[src/r2fft_pkg.sv]
package r2fft_pkg;

   localparam int POINT_W = 48;

   typedef struct packed {
      logic signed [15:0] in_re;
      logic signed [15:0] in_im;
   } r2fft_req_type;

   typedef struct packed {
      logic signed [23:0] out_re;
      logic signed [23:0] out_im;
      logic               out_last;
   } r2fft_rsp_type;

   typedef enum logic [3:0] {
      ST_LOAD,
      ST_RD_A,
      ST_RD_B,
      ST_MUL,
      ST_SUM,
      ST_ADD,
      ST_WR_A,
      ST_WR_B,
      ST_EMIT_RD,
      ST_EMIT_LD
   } r2fft_state_type;

   typedef enum logic [1:0] {
      WR_SAMPLE,
      WR_A,
      WR_B
   } r2fft_wr_src_type;

   localparam logic [1:0] CSR_INVERSE = 2'd0;
   localparam logic [1:0] CSR_LOG2    = 2'd1;

   typedef struct packed {
      logic              wr_en;
      r2fft_wr_src_type  wr_src;
      logic              rd_en;
      logic              tw_en;
      logic              cap_a;
      logic              mul_en;
      logic              sum_en;
      logic              add_en;
      logic [4:0]        tw_k;
      logic              inv;
      logic [2:0]        lg;
      logic              out_load;
      logic              out_last;
   } r2fft_cmd_type;

   typedef struct packed {
      logic out_free;
   } r2fft_status_type;

   typedef struct packed {
      logic signed [16:0] c;
      logic signed [16:0] s;
   } r2fft_tw_type;

   localparam logic signed [16:0] QUARTER_COS [17] = '{
      17'sd32767, 17'sd32609, 17'sd32137, 17'sd31356, 17'sd30273, 17'sd28898,
      17'sd27245, 17'sd25329, 17'sd23170, 17'sd20787, 17'sd18204, 17'sd15446,
      17'sd12539, 17'sd9512,  17'sd6393,  17'sd3212,  17'sd0
   };

   // quarter wave table, second quadrant by symmetry
   function automatic r2fft_tw_type twiddle(input logic [4:0] k);
      r2fft_tw_type t;
      if (k <= 5'd16) begin
         t.c = QUARTER_COS[k];
         t.s = QUARTER_COS[5'd16 - k];
      end else begin
         t.c = -QUARTER_COS[5'd0 - k];
         t.s = QUARTER_COS[k - 5'd16];
      end
      return t;
   endfunction

   function automatic logic signed [23:0] sat24(input logic signed [27:0] v);
      logic signed [23:0] r;
      if (v > 28'sd8388607) begin
         r = 24'sd8388607;
      end else if (v < -28'sd8388608) begin
         r = -24'sd8388608;
      end else begin
         r = v[23:0];
      end
      return r;
   endfunction

endpackage

[src/r2fft_ctrl.sv]
module r2fft_ctrl #(
   parameter int MAX_POINTS = 64
) (
   input  logic                            clock,
   input  logic                            reset,
   input  logic                            req_valid,
   output logic                            req_stall,
   input  logic                            csr_we,
   input  logic [1:0]                      csr_index,
   input  logic [2:0]                      csr_wdata,
   input  r2fft_pkg::r2fft_status_type     status,
   output r2fft_pkg::r2fft_cmd_type        cmd,
   output logic [$clog2(MAX_POINTS)-1:0]   wr_addr,
   output logic [$clog2(MAX_POINTS)-1:0]   rd_addr
);
   import r2fft_pkg::*;

   localparam int ADDR_W  = $clog2(MAX_POINTS);
   localparam int CNT_W   = ADDR_W + 1;
   localparam int LOG_MAX = ($clog2(MAX_POINTS + 1) - 1) > 6 ? 6 : ($clog2(MAX_POINTS + 1) - 1);

   r2fft_state_type     state_ff, state_in;
   logic [CNT_W-1:0]    count_ff, count_in;
   logic [ADDR_W-1:0]   bf_ff, bf_in;
   logic [2:0]          st_ff, st_in;
   logic [ADDR_W-1:0]   pt_ff, pt_in;
   logic                inv_ff, inv_in;
   logic [2:0]          log2_ff, log2_in;

   logic [2:0]          lg;
   logic [CNT_W-1:0]    n;
   logic [CNT_W-1:0]    n_m1;
   logic [CNT_W-1:0]    last_bf;
   logic [ADDR_W-1:0]   rev_full;
   logic [ADDR_W-1:0]   rev;
   logic [CNT_W-1:0]    mask_lo;
   logic [CNT_W-1:0]    half_w;
   logic [CNT_W-1:0]    a_wide;
   logic [CNT_W-1:0]    j_wide;
   logic [5:0]          k_wide;
   logic [ADDR_W-1:0]   addr_a;
   logic [ADDR_W-1:0]   addr_b;

   always_comb begin
      if (log2_ff < 3'd1) begin
         lg = 3'd1;
      end else if (log2_ff > 3'(LOG_MAX)) begin
         lg = 3'(LOG_MAX);
      end else begin
         lg = log2_ff;
      end
   end

   assign n       = CNT_W'(1) << lg;
   assign n_m1    = n - CNT_W'(1);
   assign last_bf = (n >> 1) - CNT_W'(1);

   // samples land at their bit reversed place, so no swap pass is needed
   always_comb begin
      for (int b = 0; b < ADDR_W; b++) begin
         rev_full[b] = count_ff[ADDR_W-1-b];
      end
   end
   assign rev = rev_full >> (3'(ADDR_W) - lg);

   // butterfly pair: a zero bit is inserted at the stage position
   assign half_w  = CNT_W'(1) << st_ff;
   assign mask_lo = half_w - CNT_W'(1);
   assign j_wide  = {1'b0, bf_ff} & mask_lo;
   assign a_wide  = (({1'b0, bf_ff} & ~mask_lo) << 1) | j_wide;
   assign addr_a  = a_wide[ADDR_W-1:0];
   assign addr_b  = addr_a | half_w[ADDR_W-1:0];
   assign k_wide  = 6'(j_wide) << (3'd5 - st_ff);

   always_ff @(posedge clock) begin
      if (reset) begin
         state_ff <= ST_LOAD;
         count_ff <= '0;
         bf_ff    <= '0;
         st_ff    <= '0;
         pt_ff    <= '0;
         inv_ff   <= 1'b0;
         log2_ff  <= 3'd6;
      end else begin
         state_ff <= state_in;
         count_ff <= count_in;
         bf_ff    <= bf_in;
         st_ff    <= st_in;
         pt_ff    <= pt_in;
         inv_ff   <= inv_in;
         log2_ff  <= log2_in;
      end
   end

   always_comb begin
      state_in  = state_ff;
      count_in  = count_ff;
      bf_in     = bf_ff;
      st_in     = st_ff;
      pt_in     = pt_ff;
      inv_in    = inv_ff;
      log2_in   = log2_ff;
      req_stall = 1'b1;
      wr_addr   = rev;
      rd_addr   = addr_a;

      cmd          = '0;
      cmd.wr_src   = WR_SAMPLE;
      cmd.tw_k     = k_wide[4:0];
      cmd.inv      = inv_ff;
      cmd.lg       = lg;
      cmd.out_last = (CNT_W'(pt_ff) == n_m1);

      case (state_ff)
         ST_LOAD: begin
            req_stall = 1'b0;
            if (req_valid) begin
               cmd.wr_en = 1'b1;
               if (count_ff == n_m1) begin
                  count_in = '0;
                  bf_in    = '0;
                  st_in    = '0;
                  state_in = ST_RD_A;
               end else begin
                  count_in = count_ff + CNT_W'(1);
               end
            end
         end
         ST_RD_A: begin
            cmd.rd_en  = 1'b1;
            cmd.tw_en  = 1'b1;
            rd_addr    = addr_a;
            state_in   = ST_RD_B;
         end
         ST_RD_B: begin
            cmd.rd_en = 1'b1;
            cmd.cap_a = 1'b1;
            rd_addr   = addr_b;
            state_in  = ST_MUL;
         end
         ST_MUL: begin
            cmd.mul_en = 1'b1;
            state_in   = ST_SUM;
         end
         ST_SUM: begin
            cmd.sum_en = 1'b1;
            state_in   = ST_ADD;
         end
         ST_ADD: begin
            cmd.add_en = 1'b1;
            state_in   = ST_WR_A;
         end
         ST_WR_A: begin
            cmd.wr_en  = 1'b1;
            cmd.wr_src = WR_A;
            wr_addr    = addr_a;
            state_in   = ST_WR_B;
         end
         ST_WR_B: begin
            cmd.wr_en  = 1'b1;
            cmd.wr_src = WR_B;
            wr_addr    = addr_b;
            if (CNT_W'(bf_ff) == last_bf) begin
               bf_in = '0;
               if (st_ff == lg - 3'd1) begin
                  pt_in    = '0;
                  state_in = ST_EMIT_RD;
               end else begin
                  st_in    = st_ff + 3'd1;
                  state_in = ST_RD_A;
               end
            end else begin
               bf_in    = bf_ff + ADDR_W'(1);
               state_in = ST_RD_A;
            end
         end
         ST_EMIT_RD: begin
            cmd.rd_en = 1'b1;
            rd_addr   = pt_ff;
            state_in  = ST_EMIT_LD;
         end
         ST_EMIT_LD: begin
            if (status.out_free) begin
               cmd.out_load = 1'b1;
               if (CNT_W'(pt_ff) == n_m1) begin
                  count_in = '0;
                  state_in = ST_LOAD;
               end else begin
                  pt_in    = pt_ff + ADDR_W'(1);
                  state_in = ST_EMIT_RD;
               end
            end
         end
         default: begin
            state_in = ST_LOAD;
         end
      endcase

      if (csr_we) begin
         case (csr_index)
            CSR_INVERSE: inv_in = csr_wdata[0];
            CSR_LOG2: begin
               log2_in  = csr_wdata;
               count_in = '0;
            end
            default: ;
         endcase
      end
   end

   a_load_in_range: assert property (@(posedge clock) disable iff (reset)
      state_ff == ST_LOAD |-> count_ff < n)
      else $error("sample count beyond block size");

   a_full_block_starts: assert property (@(posedge clock) disable iff (reset)
      state_ff == ST_LOAD && req_valid && count_ff == n_m1 && !csr_we
      |=> state_ff == ST_RD_A)
      else $error("full block did not start the transform");

   a_emit_into_free: assert property (@(posedge clock) disable iff (reset)
      cmd.out_load |-> status.out_free && state_ff == ST_EMIT_LD)
      else $error("point loaded into a busy output register");

endmodule

[config.mk]
export PLATFORM = sky130hd
export DESIGN_NAME = r2fft_ctrl
export DESIGN_NICKNAME = d
export VERILOG_FILES = /design/src/r2fft_pkg.sv /design/src/r2fft_ctrl.sv
export SDC_FILE = /design/constraint.sdc
export NUM_CORES = 1
export LEC_CHECK = 0
export BUFFER_PORTS_ARGS = -buffer_cell sky130_fd_sc_hd__clkbuf_2
export CAP_MARGIN = 5
export CORE_MARGIN = 8
export CORE_UTILIZATION = 30
export DETAILED_ROUTE_END_ITERATION = 7
export PLACE_DENSITY = 0.57
export SLEW_MARGIN = 40
export SYNTH_ARGS = -nofsm -noshare
export SYNTH_HDL_FRONTEND = slang
export SYNTH_SLANG_ARGS = --single-unit
[constraint.sdc]
create_clock -name clock -period 4.2 [get_ports clock]
set_clock_uncertainty 0.05 [all_clocks]
set_input_delay 0.84 -clock clock [delete_from_list [all_inputs] [get_ports clock]]
set_output_delay 0.84 -clock clock [all_outputs]
set_load 0.05 [all_outputs]
==> impl_metrics.json, run 1 <==
{
  "status": "complete, no violations",
  "synth_area_um2": 3240,
  "fp.dieW_um": 120,
  "dp_hpwl_mm": 7.77,
  "worstSkewPairLatency_ps": 290,
  "post_synth.cell_area_avg_um2": 8.04,
  "cp-end-kind": "primary output",
  "worst_path_arrival_time_ps": 3060,
  "htreeDepth": 2,
  "report.final.slew_viol_count": 0,
  "cp.required_ps": 3310,
  "cts_inserted_buffers": 5,
  "post_cts_hold_buffer_count": 0,
  "die_h_um": 120,
  "io_pins": 43,
  "remaining_drc_errors": 0,
  "stdcell_count": 581,
  "final_hold_viol_count": 0,
  "power_density_nw_per_um2": 206,
  "final_antenna_net_count": 0,
  "worstSetupStartpointType": "flip-flop",
  "drt_pre_antenna_iters": 4,
  "antenna_cells": 0,
  "drive_above_1_share_pct": 21.3,
  "timing.final.setup_violations": 0,
  "worst_pin_slew_ps": 616,
  "core_um2": 10700,
  "number_of_enable_type_register_cells_in_the_synthesized_netlist": 0,
  "detail_route.iter0.violations": 154,
  "number_of_antenna_violations_at_the_first_check_in_global_routing": 0,
  "sink_count": 30,
  "via_per_inst": 5.40,
  "cap_violations": 0,
  "path_max_fanout": 8,
  "synth.ff_latch_count": 30,
  "leakage_nw": 1.66,
  "area_growth_pct": 16.6,
  "initial_utilization_pct": 30.3,
  "rsz0062_at_grt": "no",
  "async_reset_ff_share_pct": 0,
  "gpl.final_weighted_congestion": 0.858,
  "report.power.total_mw": 0.777,
  "synthDistinctLibCells": 75,
  "cts_root_buffer": "sky130_fd_sc_hd__clkbuf_8",
  "cts-root-to-sink-buffers": 2,
  "grt.overflow.total": 0,
  "final.setup.tns_ps": 0,
  "netlist_instances": 403,
  "worstHoldPathType": "reg -> reg",
  "route.final.wire_length_mm": 9.75,
  "mappedNetlistNets": 437,
  "final_area_um2": 3780,
  "achievable-frequency_mhz": 253,
  "fp.dieArea_um2": 14400,
  "layout.core_utilization_pct": 35.3,
  "worst_ir_drop_vdd_mv": 0.112,
  "io_buffers": 42,
  "dominantRegCellSynth": "sky130_fd_sc_hd__dfxtp_1",
  "fin_crit_ps": 3950,
  "ys_seq_area_share_pct": 18.5,
  "first_global_vias": 3047,
  "finish.net_count": 474,
  "path_class": "reg -> out",
  "grt_use_total_pct": 13.5,
  "layout_worst_path_cycle_share_pct": 94.0,
  "max_slew_margin_pct": 58.6,
  "vias": 3139,
  "inst_count_dp": 573,
  "cts_tree": "yes",
  "floorplan.rows": 38,
  "cts.reportedPaths.clkPinSlew_ps": 70,
  "first_pass_grt_wire_length_mm": 16.0,
  "wire_per_inst_um": 16.8,
  "dpl-instance-area_um2": 3620,
  "yosys_warnings": 0,
  "maximum_number_of_pins_on_one_net_before_global_route_repair": 21
}
-- path summary, 6_finish.rpt --
path,start,cells past startpoint,slack (ps),to
hold / removal,inv_ff$_SDFFE_PP0P_,2,450,inv_ff$_SDFFE_PP0P_
setup reg to reg,log2_ff[1]$_SDFFE_PP1P_,15,610,pt_ff[0]$_SDFFE_PP0P_
hold reg to reg,inv_ff$_SDFFE_PP0P_,2,450,inv_ff$_SDFFE_PP0P_
setup / recovery,log2_ff[1]$_SDFFE_PP1P_,13,250,cmd[0]
-- registers in the layout (all words and copies together), names as in the netlist --
register and cells:
bf_ff 6, inv_ff 1, count_ff 7, pt_ff 6
log2_ff 3, state_ff 4, st_ff 3
-- worst max-delay path: stages, from the launching register on --
cell and delay (ps):
sky130_fd_sc_hd__dfxtp_2 400, sky130_fd_sc_hd__inv_1 100, sky130_fd_sc_hd__ha_2 230, sky130_fd_sc_hd__nand2b_2 160
sky130_fd_sc_hd__o21ai_2 110, sky130_fd_sc_hd__inv_1 120, sky130_fd_sc_hd__ha_2 270, sky130_fd_sc_hd__nand2_1 100
sky130_fd_sc_hd__ha_1 230, sky130_fd_sc_hd__a21bo_2 220, sky130_fd_sc_hd__xnor2_1 120, sky130_fd_sc_hd__nor4_1 250
sky130_fd_sc_hd__and3_4 300, sky130_fd_sc_hd__buf_12 150
-- per-layer routing --
metal  track usage [%]  vias to the layer above  wire (µm)
met5                 0                        -          0
met4              3.04                        0         82
met3              2.96                        6        693
met2              21.4                      107       4250
met1              18.3                     1471       4730
li1                  -                     1555          -
-- logic make-up (layout without fill, tap and decap cells) --
| family | after synthesis | after routing | share of synthesized area [%] |
|---|---|---|---|
| simple gates | 162 | 162 | 26.8 |
| buf+inv | 38 | 76 | 4.82 |
| mux | 21 | 21 | 6.79 |
| xor+xnor | 28 | 28 | 8.41 |
| compound gates | 100 | 100 | 25.4 |
| fa+ha+maj | 24 | 24 | 9.26 |
| flops | 30 | 30 | 18.5 |
-- cells in the final DEF (no fill, tap or decap), types with 4 or more instances in the layout --
| cell type | instances |
|---|---|
| sky130_fd_sc_hd__buf_4 | 7 |
| sky130_fd_sc_hd__mux2i_1 | 16 |
| sky130_fd_sc_hd__nand2_1 | 34 |
| sky130_fd_sc_hd__xnor2_1 | 11 |
| sky130_fd_sc_hd__a211oi_1 | 8 |
| sky130_fd_sc_hd__clkbuf_8 | 6 |
| sky130_fd_sc_hd__inv_1 | 15 |
| sky130_fd_sc_hd__and3_1 | 5 |
| sky130_fd_sc_hd__nor4_1 | 6 |
| sky130_fd_sc_hd__nor2_1 | 33 |
| sky130_fd_sc_hd__dfxtp_1 | 28 |
| sky130_fd_sc_hd__clkbuf_2 | 41 |
| sky130_fd_sc_hd__ha_2 | 4 |
| sky130_fd_sc_hd__a32o_1 | 4 |
| sky130_fd_sc_hd__a21oi_1 | 14 |
| sky130_fd_sc_hd__xor2_1 | 15 |
| sky130_fd_sc_hd__o21ai_0 | 8 |
| sky130_fd_sc_hd__mux2_2 | 4 |
| sky130_fd_sc_hd__a31oi_1 | 12 |
| sky130_fd_sc_hd__ha_1 | 20 |
| sky130_fd_sc_hd__nand2b_1 | 8 |
| sky130_fd_sc_hd__nor2b_1 | 7 |
| sky130_fd_sc_hd__nand3_1 | 12 |
| sky130_fd_sc_hd__a211o_1 | 6 |
| sky130_fd_sc_hd__o211ai_1 | 5 |
| sky130_fd_sc_hd__nor3_1 | 19 |
| sky130_fd_sc_hd__and2_1 | 7 |
| sky130_fd_sc_hd__o22ai_1 | 6 |
| sky130_fd_sc_hd__nor3b_1 | 4 |
-- power breakdown --
group / internal (mW) / leakage, nW / switching, mW
clock network: 0.253 / 0.0714 / 0.123
registers: 0.289 / 0.242 / 0.00693
logic: 0.0381 / 1.35 / 0.0680
total: 0.580 / 1.66 / 0.197
-- layout make-up --
class | count | area, µm²
clock inverter | 2 | 60.1
multi-input combinational | 335 | 2510
clock buffer | 6 | 82.6
inverter | 19 | 71.3
tap | 140 | 175
sequential | 30 | 603
timing repair buffer | 49 | 278
fill | 1156 | 6920
-- synth_stat cells (all sizes together), types with 8 or more instances --
library cell / number / area, µm²
clkbuf: 14 / 52.6
a31oi: 13 / 81.3
ha: 24 / 300
inv: 16 / 60.1
nor2b: 8 / 50.1
a21oi: 15 / 75.1
nand2b: 9 / 58.8
mux2i: 16 / 160
a211oi: 8 / 60.1
o21ai: 10 / 61.3
nor2: 34 / 130
dfxtp: 30 / 601
xnor2: 11 / 96.3
nor3: 20 / 111
nand2: 35 / 134
nand3: 12 / 60.1
xor2: 15 / 131
-- per-stage QoR --
stage / hold WS, ps / setup slack, ps
floorplan: 412 / -126
global route: 490 / 24.6
CTS: 453 / 12.1
global placement: 428 / 339
finish: 451 / 251
detailed placement: 434 / 171
-- what timing repair did --
action / CTS / global route
setup buffers: 0 / 0
resized for setup: 3 / 7
endpoints found under the setup margin: 1 / 5
pin swaps: 0 / 1
No activity file was read; power rests on OpenSTA's default activity.
==> inputs of run 2 (changes only) <==
--- a/config.mk
+++ b/config.mk
@@ -5,6 +5,7 @@
 export SDC_FILE = /design/constraint.sdc
 export NUM_CORES = 1
 export LEC_CHECK = 0
+export ABC_AREA = 1
 export BUFFER_PORTS_ARGS = -buffer_cell sky130_fd_sc_hd__clkbuf_2
 export CAP_MARGIN = 5
 export CORE_MARGIN = 8
==> run 2 against run 1 <==
Compared with the run above:
- clock power decreased by 29%
- combinational power increased by 9%
- largest power group is now sequential cells
- count of clock-buffer cells in the layout unchanged
- sequential cell count unchanged
- highest routed layer unchanged
- critical endpoint unchanged
- synthesized cell count increased by 37%
- first-iteration DRC count increased by 52%
- global-route usage increased by 0.82 points
==> impl_metrics.json, run 2 <==
{
  "cts_root_buffer": "sky130_fd_sc_hd__clkbuf_8",
  "report.power.total_mw": 0.678,
  "timing.hold.ws_ps": 459,
  "finish.net_count": 625,
  "io_buffers": 42,
  "mappedNetlistNets": 587,
  "cts.reportedPaths.clkPinSlew_ps": 80,
  "worstSkewPairLatency_ps": 300,
  "final_antenna_net_count": 0,
  "postCtsSetupBuffers": 0,
  "ys_top_cells_by_count": "sky130_fd_sc_hd__nand2_1, sky130_fd_sc_hd__inv_1, sky130_fd_sc_hd__nor2_1",
  "synth.most_common_cell": "sky130_fd_sc_hd__nand2_1",
  "number_of_flip_flops_under_the_largest_register_name": 7,
  "htreeDepth": 2,
  "io_pins": 43,
  "cp-end-kind": "primary output",
  "fp.dieArea_um2": 14600,
  "detail_route.iter0.violations": 234,
  "layout_common_cells": "sky130_fd_sc_hd__nand2_1, sky130_fd_sc_hd__inv_1, sky130_fd_sc_hd__nor2_1",
  "timing.final.setup_violations": 0,
  "fin_crit_ps": 3980,
  "path_max_fanout": 12,
  "sink_count": 30,
  "worstSetupStartpointType": "flip-flop",
  "status": "complete, no violations",
  "initial_utilization_pct": 30.6,
  "first_global_vias": 3341,
  "area_growth_pct": 14.4,
  "report.final.slew_viol_count": 0,
  "worstHoldPathType": "reg -> reg",
  "cts-root-to-sink-buffers": 2,
  "power_density_nw_per_um2": 180,
  "final_hold_viol_count": 0,
  "max_slew_margin_pct": 69.5,
  "vias": 3612,
  "async_reset_ff_share_pct": 0,
  "drt_pre_antenna_iters": 4,
  "final.setup.tns_ps": 0,
  "floorplan.rows": 38,
  "worst_pin_slew_ps": 455,
  "cts_tree": "yes",
  "reg.largest.list": "count_ff x7, bf_ff x6, pt_ff x6",
  "antenna_cells": 0,
  "route.final.wire_length_mm": 10.4,
  "rsz0062_at_grt": "no",
  "dp_hpwl_mm": 8.39,
  "via_per_inst": 4.93,
  "drive_above_1_share_pct": 15.2,
  "worst_path_arrival_time_ps": 3090,
  "leakage_nw": 1.81,
  "wire_per_inst_um": 14.2,
  "post_synth.cell_area_avg_um2": 5.94,
  "die_h_um": 121,
  "grt.overflow.total": 0,
  "number_of_antenna_violations_at_the_first_check_in_global_routing": 0,
  "dominantRegCellSynth": "sky130_fd_sc_hd__dfxtp_1",
  "gpl.final_weighted_congestion": 0.907,
  "worst_ir_drop_vdd_mv": 0.113,
  "cap_violations": 0,
  "yosys_warnings": 0,
  "remaining_drc_errors": 0,
  "largest-register": "count_ff",
  "core_um2": 10700,
  "synthDistinctLibCells": 35,
  "layout_commonest_cell": "sky130_fd_sc_hd__nand2_1",
  "post_cts_hold_buffer_count": 0,
  "grt_use_total_pct": 14.3,
  "ys_seq_area_share_pct": 18.3,
  "path_class": "reg -> out",
  "synth_area_um2": 3280,
  "synth.ff_latch_count": 30,
  "area_contributors_post_synth": "sky130_fd_sc_hd__dfxtp_1, sky130_fd_sc_hd__nand2_1, sky130_fd_sc_hd__ha_1",
  "synth_top_area_cell": "sky130_fd_sc_hd__dfxtp_1",
  "first_pass_grt_wire_length_mm": 17.0,
  "cts_inserted_buffers": 5,
  "achievable-frequency_mhz": 251,
  "maximum_number_of_pins_on_one_net_before_global_route_repair": 18,
  "layout_worst_path_cycle_share_pct": 94.7,
  "number_of_enable_type_register_cells_in_the_synthesized_netlist": 0,
  "cp.required_ps": 3310,
  "fp.dieW_um": 121,
  "netlist_instances": 553,
  "synth_largest_type_area_fraction_pct": 18.3
}
## run 2: where the power goes
group,leakage (nW),total (mW),internal [mW],switching (mW)
combinational,1.53,0.116,0.0343,0.0822
sequential,0.242,0.293,0.288,0.00539
clock,0.0472,0.268,0.132,0.136
## run 2: cell families after synthesis
family / Yosys count / share of synthesized area (%)
AOI/OAI and AO/OA: 87 / 14.3
adders and majority gates: 24 / 9.14
xor gates and xnor gates: 22 / 5.87
buffers and inverters: 93 / 11.2
DFF: 30 / 18.3
and+or+nand+nor: 297 / 41.3
## run 2: final timing paths
check | from | slack, ps | cells after the start | end
worst max-delay path | log2_ff[1]$_SDFFE_PP1P_ | 220 | 17 | cmd[0]
worst min-delay path | bf_ff[5]$_SDFFE_PP0P_ | 460 | 2 | bf_ff[5]$_SDFFE_PP0P_
worst max register to register | log2_ff[1]$_SDFFE_PP1P_ | 850 | 20 | bf_ff[3]$_SDFFE_PP0P_
worst min register to register | bf_ff[5]$_SDFFE_PP0P_ | 460 | 2 | bf_ff[5]$_SDFFE_PP0P_
## run 2: routing by layer
layer	wire [µm]	vias up	part of all wire [%]	global-route usage [%]
met4	206	0	2.0	5.39
met3	479	12	4.6	1.96
met5	0	-	0	0
met1	4640	1653	45	17.7
li1	-	1870	-	-
met2	5080	77	49	24.7
## run 2: what timing repair did
action | CTS | global route
gates resized for setup | 3 | 6
pin swaps | 0 | 0
setup endpoints to repair | 1 | 1
## run 2: stage by stage
stage | cell area [µm²] | cells | worst slack [ps] | utilization [%]
floorplan | 3300 | 553 | 98.9 | -
global placement | 3640 | 724 | 386 | 33.8
detailed placement | 3640 | 724 | 223 | 33.8
CTS | 3740 | 732 | 77.6 | 34.8
global route | 3760 | 732 | 23.7 | 35.0
finish | 3760 | 732 | 224 | 35.0
## run 2: final cells by class
| class | count | area, µm² |
|---|---|---|
| fill | 1247 | 6990 |
| clock buffer | 6 | 82.6 |
| timing repair buffer | 46 | 243 |
| clock inverter | 2 | 12.5 |
| tap | 140 | 175 |
| sequential | 30 | 603 |
| multi-input combinational | 430 | 2350 |
| inverter | 78 | 293 |
## run 2: critical path, stage by stage, from the launching register on
cell                       delay (ps)
sky130_fd_sc_hd__dfxtp_2          360
sky130_fd_sc_hd__inv_1            180
sky130_fd_sc_hd__ha_4             210
sky130_fd_sc_hd__nand2_4          110
sky130_fd_sc_hd__nand2_1          130
sky130_fd_sc_hd__buf_4            190
sky130_fd_sc_hd__ha_2             250
sky130_fd_sc_hd__nand2_4           80
sky130_fd_sc_hd__ha_1             210
sky130_fd_sc_hd__nand2_1           70
sky130_fd_sc_hd__nand2_1           50
sky130_fd_sc_hd__nand2_1           70
sky130_fd_sc_hd__nand2_1           90
sky130_fd_sc_hd__xnor2_1          130
sky130_fd_sc_hd__nor2_1           190
sky130_fd_sc_hd__nand3_2          150
sky130_fd_sc_hd__inv_1             90
sky130_fd_sc_hd__clkbuf_4         230
